### config.mk
export PLATFORM = sky130hd
export DESIGN_NAME = sliding_window_median_unit
export DESIGN_NICKNAME = d
export VERILOG_FILES = /design/src/sv/swm_pkg.sv /design/src/sv/swm_ram.sv /design/src/sv/swm_cfg.sv /design/src/sv/swm_ctrl.sv /design/src/sv/sliding_window_median_unit.sv
export VERILOG_INCLUDE_DIRS = /design/src /design/src/sv
export SDC_FILE = /design/constraint.sdc
export NUM_CORES = 1
export LEC_CHECK = 0
export BUFFER_PORTS_ARGS = -buffer_cell sky130_fd_sc_hd__buf_2
export CORE_UTILIZATION = 52
export CTS_CLUSTER_SIZE = 28
export DETAILED_ROUTE_END_ITERATION = 16
export PLACE_DENSITY = 0.79
export SLEW_MARGIN = 40
export SYNTH_ARGS = -nofsm -noshare
export SYNTH_HDL_FRONTEND = slang
export SYNTH_HIERARCHICAL = 1
export SYNTH_SLANG_ARGS = --single-unit
### constraint.sdc
create_clock -name i_clk -period 5.9 [get_ports i_clk]
set_input_delay 0.59 -clock i_clk [delete_from_list [all_inputs] [get_ports i_clk]]
set_output_delay 0.59 -clock i_clk [all_outputs]
set_load 0.05 [all_outputs]
### src/sv/sliding_window_median_unit_defines.svh
// Assertion macros for the sliding window median unit
`ifndef SLIDING_WINDOW_MEDIAN_UNIT_DEFINES_SVH
`define SLIDING_WINDOW_MEDIAN_UNIT_DEFINES_SVH

// Antecedent implies consequent in the same cycle
`define SWM_ASSERT_NOW(label, clk, rst_n, ante, cons, msg) \
    label: assert property (@(posedge clk) disable iff (!rst_n) (ante) |-> (cons)) \
        else $error(msg);

// Antecedent implies consequent in the next cycle
`define SWM_ASSERT_NEXT(label, clk, rst_n, ante, cons, msg) \
    label: assert property (@(posedge clk) disable iff (!rst_n) (ante) |=> (cons)) \
        else $error(msg);

`endif

### src/sv/swm_pkg.sv
// Shared constants and types for the sliding window median unit
`default_nettype none

package swm_pkg;

    localparam int WINDOW_LEN = 7;
    localparam int SAMPLE_W   = 16;
    localparam int THR_W      = 16;
    localparam int IDX_W      = (WINDOW_LEN > 1) ? $clog2(WINDOW_LEN) : 1;
    localparam int CNT_W      = $clog2(WINDOW_LEN + 1);
    localparam int MID_IDX    = WINDOW_LEN / 2;

    localparam int PADDR_W    = 3;
    localparam int PDATA_W    = 32;
    localparam int REG_IDX_W  = PADDR_W - 2;

    localparam logic [REG_IDX_W-1:0] REG_CHANGE_THRESHOLD = '0;
    localparam logic [THR_W-1:0]     THR_RESET            = 16'd3;

    typedef enum logic [4:0] {
        S_IDLE = 5'b00001,
        S_OLD  = 5'b00010,
        S_LOAD = 5'b00100,
        S_SCAN = 5'b01000,
        S_DONE = 5'b10000
    } t_state;

    typedef struct packed {
        logic                       we;
        logic [IDX_W-1:0]           waddr;
        logic signed [SAMPLE_W-1:0] wdata;
        logic [IDX_W-1:0]           raddr;
    } t_ram_req;

endpackage

`default_nettype wire

### src/sv/swm_ram.sv
// Generic single write, single read synchronous RAM with registered read data
`default_nettype none

module swm_ram #(
    parameter int DEPTH = 8,
    parameter int WIDTH = 16,
    parameter int AW    = (DEPTH > 1) ? $clog2(DEPTH) : 1
) (
    input  wire logic             i_clk,
    input  wire logic             i_we,
    input  wire logic [AW-1:0]    i_waddr,
    input  wire logic [WIDTH-1:0] i_wdata,
    input  wire logic [AW-1:0]    i_raddr,
    output logic      [WIDTH-1:0] o_rdata
);

    logic [WIDTH-1:0] r_mem [DEPTH];

    always_ff @(posedge i_clk) begin
        if (i_we) begin
            r_mem[i_waddr] <= i_wdata;
        end
        o_rdata <= r_mem[i_raddr];
    end

endmodule

`default_nettype wire

### src/sv/swm_cfg.sv
// APB configuration register: median change threshold
`default_nettype none

module swm_cfg (
    input  wire logic                              i_clk,
    input  wire logic                              i_rst_n,
    input  wire logic                              psel,
    input  wire logic                              penable,
    input  wire logic                              pwrite,
    input  wire logic [swm_pkg::PADDR_W-1:0]       paddr,
    input  wire logic [swm_pkg::PDATA_W-1:0]       pwdata,
    output logic      [swm_pkg::PDATA_W-1:0]       prdata,
    output logic                                   pready,
    output logic      [swm_pkg::THR_W-1:0]         o_threshold
);

    logic [swm_pkg::THR_W-1:0]     r_thr;
    logic [swm_pkg::REG_IDX_W-1:0] reg_idx;
    logic                          thr_sel;

    assign reg_idx = paddr[swm_pkg::PADDR_W-1:2];
    assign thr_sel = (reg_idx == swm_pkg::REG_CHANGE_THRESHOLD);

    always_ff @(posedge i_clk) begin
        if (!i_rst_n) begin
            r_thr <= swm_pkg::THR_RESET;
        end else if (psel && penable && pwrite && thr_sel) begin
            r_thr <= pwdata[swm_pkg::THR_W-1:0];
        end
    end

    always_comb begin
        prdata = '0;
        if (thr_sel) begin
            prdata = {{(swm_pkg::PDATA_W - swm_pkg::THR_W){1'b0}}, r_thr};
        end
    end

    assign pready      = 1'b1;
    assign o_threshold = r_thr;

endmodule

`default_nettype wire

### src/sv/swm_ctrl.sv
// Sequencer: ring buffer update, sorted-window merge pass and result register
`default_nettype none

module swm_ctrl (
    input  wire logic                                 i_clk,
    input  wire logic                                 i_rst_n,
    input  wire logic                                 i_in_valid,
    output logic                                      o_in_stall,
    input  wire logic signed [swm_pkg::SAMPLE_W-1:0]  i_sample,
    output logic                                      o_out_valid,
    input  wire logic                                 i_out_stall,
    output logic signed [swm_pkg::SAMPLE_W-1:0]       o_median,
    output logic                                      o_window_full,
    output logic                                      o_median_changed,
    input  wire logic [swm_pkg::THR_W-1:0]            i_threshold,
    output swm_pkg::t_ram_req                         o_win_req,
    input  wire logic [swm_pkg::SAMPLE_W-1:0]         i_win_rdata,
    output swm_pkg::t_ram_req                         o_srt_req,
    input  wire logic [swm_pkg::SAMPLE_W-1:0]         i_srt_rdata
);

    localparam logic [swm_pkg::CNT_W-1:0] CNT_FULL = swm_pkg::CNT_W'(swm_pkg::WINDOW_LEN);
    localparam logic [swm_pkg::CNT_W-1:0] CNT_LAST = swm_pkg::CNT_W'(swm_pkg::WINDOW_LEN - 1);
    localparam logic [swm_pkg::CNT_W-1:0] CNT_MID  = swm_pkg::CNT_W'(swm_pkg::MID_IDX);
    localparam logic [swm_pkg::IDX_W-1:0] IDX_LAST = swm_pkg::IDX_W'(swm_pkg::WINDOW_LEN - 1);

    swm_pkg::t_state r_state, n_state;

    logic signed [swm_pkg::SAMPLE_W-1:0] r_sample, n_sample;
    logic signed [swm_pkg::SAMPLE_W-1:0] r_old, n_old;
    logic signed [swm_pkg::SAMPLE_W-1:0] r_buf, n_buf;
    logic signed [swm_pkg::SAMPLE_W-1:0] r_median, n_median;
    logic signed [swm_pkg::SAMPLE_W-1:0] r_new_med, n_new_med;
    logic        [swm_pkg::IDX_W-1:0]    r_ptr, n_ptr;
    logic        [swm_pkg::CNT_W-1:0]    r_fill, n_fill;
    logic        [swm_pkg::CNT_W-1:0]    r_rcnt, n_rcnt;
    logic        [swm_pkg::CNT_W-1:0]    r_wcnt, n_wcnt;
    logic                                r_buf_vld, n_buf_vld;
    logic                                r_ins, n_ins;
    logic                                r_rem, n_rem;
    logic                                r_srt_vld, n_srt_vld;
    logic                                r_out_vld, n_out_vld;
    logic signed [swm_pkg::SAMPLE_W-1:0] r_out_med, n_out_med;
    logic                                r_out_full, n_out_full;
    logic                                r_out_chg, n_out_chg;

    logic signed [swm_pkg::SAMPLE_W-1:0] x;
    logic signed [swm_pkg::SAMPLE_W-1:0] med_cand;
    logic signed [swm_pkg::SAMPLE_W:0]   diff;
    logic        [swm_pkg::SAMPLE_W:0]   abs_diff;
    logic        [swm_pkg::CNT_W-1:0]    rcnt_inc;
    logic                                out_free;
    logic                                full;
    logic                                match_old;

    // unwritten sorted entries (before the first pass) read as zero
    assign x         = r_srt_vld ? $signed(i_srt_rdata) : '0;
    assign out_free  = !r_out_vld || !i_out_stall;
    assign full      = (r_fill == CNT_FULL);
    assign rcnt_inc  = r_rcnt + 1'b1;
    assign match_old = !r_rem && (x == r_old);

    always_comb begin
        n_state    = r_state;
        n_sample   = r_sample;
        n_old      = r_old;
        n_buf      = r_buf;
        n_median   = r_median;
        n_new_med  = r_new_med;
        n_ptr      = r_ptr;
        n_fill     = r_fill;
        n_rcnt     = r_rcnt;
        n_wcnt     = r_wcnt;
        n_buf_vld  = r_buf_vld;
        n_ins      = r_ins;
        n_rem      = r_rem;
        n_srt_vld  = r_srt_vld;
        n_out_vld  = r_out_vld && i_out_stall;
        n_out_med  = r_out_med;
        n_out_full = r_out_full;
        n_out_chg  = r_out_chg;
        o_win_req  = '{we: 1'b0, waddr: r_ptr, wdata: r_sample, raddr: r_ptr};
        o_srt_req  = '{we: 1'b0, waddr: r_wcnt[swm_pkg::IDX_W-1:0], wdata: r_sample,
                       raddr: '0};
        med_cand   = r_new_med;
        diff       = '0;
        abs_diff   = '0;

        case (r_state)
            swm_pkg::S_IDLE: begin
                if (i_in_valid) begin
                    n_sample = i_sample;
                    n_state  = swm_pkg::S_OLD;
                end
            end
            swm_pkg::S_OLD: begin
                // ring read at the write pointer returns the oldest sample
                n_state = swm_pkg::S_LOAD;
            end
            swm_pkg::S_LOAD: begin
                n_old           = (r_fill < CNT_FULL) ? '0 : $signed(i_win_rdata);
                o_win_req.we    = 1'b1;
                n_ptr           = (r_ptr == IDX_LAST) ? '0 : r_ptr + 1'b1;
                n_fill          = (r_fill < CNT_FULL) ? r_fill + 1'b1 : r_fill;
                o_srt_req.raddr = '0;
                n_rcnt          = '0;
                n_wcnt          = '0;
                n_ins           = 1'b0;
                n_rem           = 1'b0;
                n_buf_vld       = 1'b0;
                n_state         = swm_pkg::S_SCAN;
            end
            swm_pkg::S_SCAN: begin
                o_srt_req.raddr = (r_rcnt == CNT_LAST) ? '0 : rcnt_inc[swm_pkg::IDX_W-1:0];
                // merge: drop first copy of the oldest sample, insert the new one
                if (match_old) begin
                    n_rem = 1'b1;
                    if (r_buf_vld) begin
                        o_srt_req.we    = 1'b1;
                        o_srt_req.wdata = r_buf;
                        n_buf_vld       = 1'b0;
                    end
                end else if (!r_ins && (r_sample <= x)) begin
                    o_srt_req.we    = 1'b1;
                    o_srt_req.wdata = r_sample;
                    n_buf           = x;
                    n_buf_vld       = 1'b1;
                    n_ins           = 1'b1;
                end else if (r_buf_vld) begin
                    o_srt_req.we    = 1'b1;
                    o_srt_req.wdata = r_buf;
                    n_buf           = x;
                end else begin
                    o_srt_req.we    = 1'b1;
                    o_srt_req.wdata = x;
                end
                if (r_rcnt == CNT_LAST) begin
                    n_state = swm_pkg::S_DONE;
                end
                n_rcnt = rcnt_inc;
            end
            swm_pkg::S_DONE: begin
                // new sample larger than every kept entry goes to the top;
                // otherwise a still held-back entry fills the top slot
                if (!r_ins) begin
                    o_srt_req.we    = 1'b1;
                    o_srt_req.wdata = r_sample;
                    n_ins           = 1'b1;
                end else if (r_buf_vld) begin
                    o_srt_req.we    = 1'b1;
                    o_srt_req.wdata = r_buf;
                    n_buf_vld       = 1'b0;
                end
                if (o_srt_req.we && (r_wcnt == CNT_MID)) begin
                    med_cand = o_srt_req.wdata;
                end
                diff     = {med_cand[swm_pkg::SAMPLE_W-1], med_cand}
                         - {r_median[swm_pkg::SAMPLE_W-1], r_median};
                abs_diff = diff[swm_pkg::SAMPLE_W] ? unsigned'(-diff) : unsigned'(diff);
                if (out_free) begin
                    n_out_vld  = 1'b1;
                    n_out_full = full;
                    n_out_med  = full ? med_cand : r_median;
                    n_out_chg  = full && (abs_diff > {1'b0, i_threshold});
                    if (full) begin
                        n_median = med_cand;
                    end
                    n_srt_vld = 1'b1;
                    n_state   = swm_pkg::S_IDLE;
                end
            end
            default: begin
                n_state = swm_pkg::S_IDLE;
            end
        endcase

        if (o_srt_req.we) begin
            n_wcnt = r_wcnt + 1'b1;
            if (r_wcnt == CNT_MID) begin
                n_new_med = o_srt_req.wdata;
            end
        end
    end

    always_ff @(posedge i_clk) begin
        if (!i_rst_n) begin
            r_state   <= swm_pkg::S_IDLE;
            r_ptr     <= '0;
            r_fill    <= '0;
            r_median  <= '0;
            r_srt_vld <= 1'b0;
            r_out_vld <= 1'b0;
            r_rcnt    <= '0;
            r_wcnt    <= '0;
            r_buf_vld <= 1'b0;
            r_ins     <= 1'b0;
            r_rem     <= 1'b0;
        end else begin
            r_state   <= n_state;
            r_ptr     <= n_ptr;
            r_fill    <= n_fill;
            r_median  <= n_median;
            r_srt_vld <= n_srt_vld;
            r_out_vld <= n_out_vld;
            r_rcnt    <= n_rcnt;
            r_wcnt    <= n_wcnt;
            r_buf_vld <= n_buf_vld;
            r_ins     <= n_ins;
            r_rem     <= n_rem;
        end
    end

    always_ff @(posedge i_clk) begin
        r_sample   <= n_sample;
        r_old      <= n_old;
        r_buf      <= n_buf;
        r_new_med  <= n_new_med;
        r_out_med  <= n_out_med;
        r_out_full <= n_out_full;
        r_out_chg  <= n_out_chg;
    end

    assign o_in_stall       = (r_state != swm_pkg::S_IDLE);
    assign o_out_valid      = r_out_vld;
    assign o_median         = r_out_med;
    assign o_window_full    = r_out_full;
    assign o_median_changed = r_out_chg;

endmodule

`default_nettype wire

### src/sv/sliding_window_median_unit.sv
// Each accepted item goes through the oldest-sample read, the ring write, the merge pass
// that reads and rewrites the sorted-window memory one entry per cycle, and the result
// step; the input stays stalled until the result has entered the output register.
// A finished result waits in the output register while the next item is taken.
// Reset (synchronous, active low) empties the window, clears fill count and median,
// and loads the change threshold with 3; no clearing pass is needed.
`default_nettype none

`include "sliding_window_median_unit_defines.svh"

module sliding_window_median_unit (
    input  wire logic                                 i_clk,
    input  wire logic                                 i_rst_n,
    input  wire logic                                 i_in_valid,
    output logic                                      o_in_stall,
    input  wire logic signed [swm_pkg::SAMPLE_W-1:0]  i_sample,
    output logic                                      o_out_valid,
    input  wire logic                                 i_out_stall,
    output logic signed [swm_pkg::SAMPLE_W-1:0]       o_median,
    output logic                                      o_window_full,
    output logic                                      o_median_changed,
    input  wire logic                                 psel,
    input  wire logic                                 penable,
    input  wire logic                                 pwrite,
    input  wire logic [swm_pkg::PADDR_W-1:0]          paddr,
    input  wire logic [swm_pkg::PDATA_W-1:0]          pwdata,
    output logic      [swm_pkg::PDATA_W-1:0]          prdata,
    output logic                                      pready
);

    logic [swm_pkg::THR_W-1:0]    threshold;
    swm_pkg::t_ram_req            win_req;
    swm_pkg::t_ram_req            srt_req;
    logic [swm_pkg::SAMPLE_W-1:0] win_rdata;
    logic [swm_pkg::SAMPLE_W-1:0] srt_rdata;

    swm_cfg u_cfg (
        .i_clk       (i_clk),
        .i_rst_n     (i_rst_n),
        .psel        (psel),
        .penable     (penable),
        .pwrite      (pwrite),
        .paddr       (paddr),
        .pwdata      (pwdata),
        .prdata      (prdata),
        .pready      (pready),
        .o_threshold (threshold)
    );

    // window samples in arrival order, ring addressed
    swm_ram #(
        .DEPTH (swm_pkg::WINDOW_LEN),
        .WIDTH (swm_pkg::SAMPLE_W),
        .AW    (swm_pkg::IDX_W)
    ) u_win_ram (
        .i_clk   (i_clk),
        .i_we    (win_req.we),
        .i_waddr (win_req.waddr),
        .i_wdata (win_req.wdata),
        .i_raddr (win_req.raddr),
        .o_rdata (win_rdata)
    );

    // same samples kept in ascending order
    swm_ram #(
        .DEPTH (swm_pkg::WINDOW_LEN),
        .WIDTH (swm_pkg::SAMPLE_W),
        .AW    (swm_pkg::IDX_W)
    ) u_srt_ram (
        .i_clk   (i_clk),
        .i_we    (srt_req.we),
        .i_waddr (srt_req.waddr),
        .i_wdata (srt_req.wdata),
        .i_raddr (srt_req.raddr),
        .o_rdata (srt_rdata)
    );

    swm_ctrl u_ctrl (
        .i_clk            (i_clk),
        .i_rst_n          (i_rst_n),
        .i_in_valid       (i_in_valid),
        .o_in_stall       (o_in_stall),
        .i_sample         (i_sample),
        .o_out_valid      (o_out_valid),
        .i_out_stall      (i_out_stall),
        .o_median         (o_median),
        .o_window_full    (o_window_full),
        .o_median_changed (o_median_changed),
        .i_threshold      (threshold),
        .o_win_req        (win_req),
        .i_win_rdata      (win_rdata),
        .o_srt_req        (srt_req),
        .i_srt_rdata      (srt_rdata)
    );

    `SWM_ASSERT_NEXT(a_busy_after_accept, i_clk, i_rst_n, i_in_valid && !o_in_stall, o_in_stall, "input not stalled after accepting an item")
    `SWM_ASSERT_NOW(a_chg_needs_full, i_clk, i_rst_n, o_out_valid && o_median_changed, o_window_full, "median change flagged without a full window")
    `SWM_ASSERT_NOW(a_result_from_busy, i_clk, i_rst_n, $rose(o_out_valid), $past(o_in_stall), "result appeared with no item in progress")

endmodule

`default_nettype wire

After elaboration in Yosys (flattened, before gate mapping)

Memory sizes are Yosys's and may differ from the RTL's. A register that Yosys moved wholly into a read port is not among the register bits.
Cells that the tools add are included.

Register bits: 136
Bits in writable memories: 224
Input port bits: 58
Output and inout port bits: 53
Memories kept: 2

Add/subtract/negate cells: 6
Order comparisons: 3
Equal/unequal tests: 19
Mux-type cells: 44
Bitwise gates (word level): 2
Reductions and logical operators: 26

Memory list:

| memory          | depth | bits a word | read ports | clocked after Yosys merged registers in | write ports | line          | text |
|---|---|---|---|---|---|---|---|
| u_srt_ram.r_mem | 7     | 16          | 1          | 1                                       | 1           | swm_ram.sv:17 | `logic [WIDTH-1:0] r_mem [DEPTH];` |
| u_win_ram.r_mem | 7     | 16          | 1          | 1                                       | 1           | swm_ram.sv:17 |  |

Operators by type and width:

| cell                                                  | number |
|---|---|
| two-way mux 16 bit                                    | 12 |
| one-hot mux 16 bit (2 select lines)                   | 1 |
| one-hot mux 5 bit (5 select lines)                    | 1 |
| > comparator 17 x 16 -> 1 bit                         | 1 |
| two-way mux 17 bit                                    | 1 |
| negation 17 bit                                       | 1 |
| subtractor 16 x 16 -> 17 bit                          | 1 |
| equality test 16 bit                                  | 1 |
| <= comparator 16 bit                                  | 1 |
| two-way mux 1 bit                                     | 16 |
| two-way mux 3 bit                                     | 5 |
| two-way mux 5 bit                                     | 3 |
| adder 3 x 1 -> 3 bit, second input constant           | 4 |
| AND reduction 3 bit                                   | 4 |
| inequality test 2 x 1 -> 1 bit, second input constant | 5 |
| AND reduction 2 bit                                   | 5 |
| equality test 3 bit, second input constant            | 3 |
| logical AND 1 bit                                     | 8 |
| one-hot mux 1 bit (3 select lines)                    | 2 |
| one-hot mux 3 bit (2 select lines)                    | 1 |
| nonzero test 2 bit                                    | 3 |
| equality test 5 x 1 -> 1 bit, second input constant   | 1 |
| equality test 5 x 2 -> 1 bit, second input constant   | 1 |
| equality test 5 x 3 -> 1 bit, second input constant   | 1 |
| 12 further kinds                                      | 18 |

Depth between registers and ports, before layout

Depth after elaboration: 11
Gate-level depth with buffers: 29
Depth with buffers taken out: 25

Modules after synthesis

Netlist, hierarchy kept.

By module, submodules not included:

| module   | instances | cells each | area an instance (um2) | seq. area each (um2) |
|---|---|---|---|---|
| swm_ram  | 2         | 253        | 4890.9                 | 3683.5 |
| swm_ctrl | 1         | 855        | 7808.7                 | 3223.1 |
| swm_cfg  | 1         | 106        | 917.1                  | 320.3 |

Worst setup path after synthesis

Ideal clock, no wire load.

Kind: register -> register
Start: register u_ctrl/r_wcnt[0] in the netlist's numbering
End: register u_ctrl.r_out_chg, in the netlist u_ctrl/o_median_changed (data pin)
Setup time: 0.267 ns
Arrival: 4.978 ns
Slack: 0.655 ns
Stages on the path, launching flop included: 30
Cells stage by stage: dfxtp_1 > ha_1 > ha_1 > clkbuf_1 > nand2b_1 > clkbuf_1 > clkbuf_1 > o22ai_1 > a21oi_1 > ha_1 > inv_1 > fa_1 > a211oi_2 > o21bai_2 > o221ai_1 > nand3_1 > nand2_1 > a31o_2 > clkbuf_1 > nand2_1 > xor2_1 > ha_1 > a21o_1 > nand2_1 > a31oi_1 > a211o_1 > a21oi_1 > o211ai_1 > o2111ai_1 > o41ai_1

Word-level cells in the longest chain between the ends: 9

Ends and longest elaborated chain:

| what                            | line            | text |
|---|---|---|
| from (decl)                     | swm_ctrl.sv:37  | `logic [swm_pkg::CNT_W-1:0] r_wcnt, n_wcnt;` |
| from (signal assigned)          | swm_ctrl.sv:206 | `r_wcnt <= n_wcnt;` |
| equality test 3 x 2 -> 1 bit *  | swm_ctrl.sv:154 | `if (o_srt_req.we && (r_wcnt == CNT_MID)) begin` |
| logical AND 1 bit *             | swm_ctrl.sv:154 |  |
| two-way mux 16 bit *            | swm_ctrl.sv:154 |  |
| two-way mux 16 bit *            | swm_ctrl.sv:89  | `case (r_state)` |
| subtractor 16 x 16 -> 17 bit *  | swm_ctrl.sv:158 | `- {r_median[swm_pkg::SAMPLE_W-1], r_median};` |
| negation 17 bit                 | swm_ctrl.sv:159 | `abs_diff = diff[swm_pkg::SAMPLE_W] ? unsigned'(-diff) : unsigned'(diff);` |
| two-way mux 17 bit *            | swm_ctrl.sv:159 |  |
| > comparator 17 x 16 -> 1 bit * | swm_ctrl.sv:164 | `n_out_chg = full && (abs_diff > {1'b0, i_threshold});` |
| logical AND 1 bit *             | swm_ctrl.sv:164 |  |
| to (signal assigned)            | swm_ctrl.sv:220 | `r_out_chg <= n_out_chg;` |
| to (decl)                       | swm_ctrl.sv:45  | `logic r_out_chg, n_out_chg;` |

Every way passes the cells marked *; elsewhere a longest branch is shown, timed or not. The select of a mux whose other input is x is not followed.
A chain may end at the register's enable or synchronous reset.

Worst setup path after layout

Ends and elaborated chain as after synthesis.

==> out/metrics.cfg <==
[outcome]
run_status = completed

[floorplanning]
die_y_um = 191
fp.dieW_um = 191
pin_count = 111
design.die.area_sq_um = 36300
start_util_pct = 53.2
coreArea_sq_um = 34800
rows = 68

[global_routing]
grt.total_usage_pct = 22.3
grt_overflow = 0
grt_pass1_wl_um = 62800
grt_start_max_net_pins = 40
antenna_found_initial = 0
grt_pass1_vias = 11604

[pwr]
pwr-share-seq_pct = 52.4
ir_drop_mv = 0.191
intPower_uw = 4600
p_sw_uw = 1180
power_density_nw_per_um2 = 280
p_comb_share_pct = 3.1
switching_share_pct = 20.4
pwr-share-clk_pct = 44.5
p_leak_uw = 0.00702

[timing]
slew_headroom_pct = 44.5
fin_crit_ns = 5.55
drv_slew = 0
finalClockSkew_ns = 0.0185
hold_viol = 0
rsz0062_at_grt = false
finalSetupTns_ns = 0
fmax_ghz = 0.180
worst_pin_slew_ns = 0.828
finalCritPeriodShare_pct = 94.0
setup_viol = 0

[run]
maxCapViolations = 0

[synthesis]
yosysSeqAreaShare_pct = 59.0
synth_ff_type = edfxtp_1
syn_inst = 1467
synth_area_per_cell_sq_um = 12.6
synthArstFlopShare_pct = 0
synth_cell_types = 84
synth_edf_count = 306
ys_warn_count = 6
ys_ff_latch = 392
synthesis.area_sq_um = 18500

[final_layout]
fillers = 2669
drive_gt1_share_pct = 18.2
seq_area_sq_um = 10900
multi_input_area_sq_um = 6840
insertedDiodeCount = 0
final_cell_count_no_fill = 2023
nNetsFinal = 1650
post-route-util_pct = 59.2
area_growth_pct = 11.3

[place]
post-dp-hpwl_um = 26700
io_buffers = 75
place_congestion = 0.879
placedCellCount = 1949

[setup_path]
path_cells = ha_1, ha_2, buf_4, o22ai_1, a21oi_1, ha_1, a21o_1, a21o_1, a21oi_1, nand3_1, xnor2_1, nand4_1, o21ai_1, xnor2_1, ha_1, and4_1, nand2_1, or4_1, o2111ai_1, o41ai_1
slowest_stage = a21oi_1
cp-end-kind = flip-flop
r2r_start = u_ctrl/r_wcnt[0]$_SDFFE_PN0P_
max_stage_delay_ns = 0.54
startpoint_type = flip-flop
crit_top_cell = ha_1
worstPathRequired_ns = 6.16
setup.worst_path.class = flip-flop to flip-flop
startpoint = u_ctrl/r_wcnt[0]$_SDFFE_PN0P_
worst_ep_arrival_time_ns = 5.81
path_max_fanout = 22

[clock_tree]
clk_path_buf_depth = 3
hold_buffers = 0
h-tree-depth = 2
cts.sinks = 392
clkTransAtPathRegs_ns = 0.06
clk_latency_ns = 0.53
clockRootBuffer = clkbuf_16
cts_tree = built
numCtsBuffers = 40

[route]
viasPerCell = 5.87
route.detailed.drc = 0
dr.pass1.iters = 6
vias = 11866
drt-initial-drc-count = 932
routed_wl_um = 40100
ant_nets = 0
wl_per_cell_um = 19.8

[worst_hold_path]
worstHoldPathType = input port to flip-flop
min_from = i_sample[11]

==> cells by family after synthesis <==
logic type / share of synthesized area [%]
multiplexers: 8.02
adder cells (fa/ha/maj): 3.83
other: 0.0406
AND/OR/NAND/NOR: 10.6
AO/OA/AOI/OAI: 12.1
XOR/XNOR: 1.69
buffers and inverters: 4.76
flip-flops: 59.0
==> per-stage QoR <==
stage	worst slack [ns]	power [uW]	hold slack, ns	area (sq um)
6_report	0.355	5770	0.228	20600
5_1_grt	0.0755	5950	0.207	20600
4_1_cts	0.224	5820	0.207	20600
3_5_place_dp	0.299	3260	0.472	19200
3_3_place_gp	0.346	3250	0.463	19200
2_1_floorplan	0.655	3200	0.436	18600
==> registers in the layout, summed over array words and instances, names as in the netlist <==
signal                   flops
u_win_ram/r_mem            112
u_ctrl/r_ins                 1
u_ctrl/r_rcnt                3
u_ctrl/r_srt_vld             1
u_ctrl/r_wcnt                3
u_ctrl/r_rem                 1
u_srt_ram/r_mem            112
u_win_ram/o_rdata           16
u_srt_ram/o_rdata           16
u_ctrl/o_median_changed      1
u_ctrl/r_state               5
u_cfg/o_threshold           16
u_ctrl/o_median             16
u_ctrl/r_buf                16
u_ctrl/r_ptr                 3
u_ctrl/r_sample             16
u_ctrl/o_window_full         1
u_ctrl/r_median             16
u_ctrl/r_buf_vld             1
u_ctrl/r_old                16
u_ctrl/r_fill                3
u_ctrl/o_out_valid           1
u_ctrl/r_new_med            16
==> cells in the mapped netlist, drive strengths merged (10+ instances only) <==
library cell | n | share of area (%)
a21oi | 69 | 1.9
a221o | 14 | 0.76
and2 | 21 | 0.71
buf | 61 | 2.7
clkbuf | 37 | 0.76
dfxtp | 86 | 9.3
edfxtp | 306 | 50
ha | 55 | 3.7
inv | 64 | 1.3
mux2 | 36 | 2.6
mux2i | 100 | 5.4
nand2 | 101 | 2.1
nand2b | 49 | 1.7
nand3 | 17 | 0.46
nand3b | 22 | 0.89
nand4 | 10 | 0.34
nor2 | 91 | 1.9
nor2b | 23 | 0.78
nor3 | 24 | 0.65
o211ai | 38 | 2.1
o21ai | 57 | 1.6
o221ai | 37 | 2.4
o22ai | 20 | 0.68
xnor2 | 23 | 1.1
xor2 | 10 | 0.47
==> placed cells by master (no fill, tap or decap), types with 6 or more instances in the layout <==
cell / netlist / routed
edfxtp_1: 306 / 306
nand2_1: 100 / 100
mux2i_1: 100 / 100
nor2_1: 90 / 85
dfxtp_1: 86 / 83
buf_2: 15 / 75
a21oi_1: 68 / 66
inv_1: 64 / 64
ha_1: 55 / 54
o21ai_0: 52 / 52
nand2b_1: 49 / 47
clkbuf_16: 0 / 42
buf_4: 28 / 33
nor2b_1: 23 / 23
xnor2_1: 23 / 23
nand3b_1: 22 / 22
mux2_4: 21 / 21
o22ai_1: 20 / 20
nor3_1: 24 / 20
o211ai_2: 20 / 20
o221ai_2: 20 / 20
and2_1: 21 / 19
o211ai_1: 18 / 18
conb_1: 2 / 17
nand3_1: 17 / 17
o221ai_1: 17 / 17
a221o_1: 14 / 14
mux2_2: 12 / 12
clkbuf_1: 35 / 10
xor2_1: 10 / 10
nand4_1: 10 / 10
a21o_1: 9 / 9
and3_1: 8 / 8
a31oi_1: 9 / 8
clkinv_2: 0 / 7
a211oi_1: 7 / 7
and2b_2: 6 / 6
==> power groups by stage <==
| stage | Combinational (uW) | Clock, uW | Sequential [uW] |
|---|---|---|---|
| floorplan | 126 | 0 | 3070 |
| global placement | 168 | 0 | 3080 |
| detailed placement | 174 | 0 | 3080 |
| CTS | 176 | 2620 | 3030 |
| global route | 192 | 2730 | 3030 |
| finish | 176 | 2570 | 3030 |
==> path summary, 6_finish.rpt <==
kind,end,slack [ns],cells after the start
worst max-delay path,u_ctrl/o_median_changed$_DFFE_PP_,0.35,20
worst min-delay path,u_ctrl/r_sample[11]$_DFFE_PP_,0.23,1
worst max register to register,u_ctrl/o_median_changed$_DFFE_PP_,0.35,20
worst min register to register,u_cfg/o_threshold[10]$_SDFFE_PN0P_,0.47,2
==> area by class of cell <==
class | instances | share of cell area, %
Tap cell | 455 | 2.76
Clock buffer | 57 | 5.62
Clock inverter | 17 | 0.978
Multi-Input combinational cell | 926 | 33.2
Timing Repair Buffer | 110 | 3.25
Inverter | 66 | 1.21
Sequential cell | 392 | 53.0
==> what timing repair did <==
item / 4_1_cts / 5_1_grt
resized for setup: 0 / 3
setup endpoints to repair: 0 / 1
buffers inserted: 0 / 0
==> routing by layer <==
layer	part of all wire (%)	global-route usage (%)
met1	43	29.2
met3	6.0	3.39
met2	48	37.6
met5	0	0
met4	3.0	7.94
==> worst max-delay path, delay by kind of cell (launching register included) <==
kind,cells,cell delay (ns)
DFF,1,0.47
xor gates and xnor gates,2,0.36
buffers and inverters,1,0.31
AOI/OAI and AO/OA,8,1.70
adders and majority gates,4,1.34
and+or+nand+nor,5,1.07
Note: power is estimated with default switching activity, not from simulation.
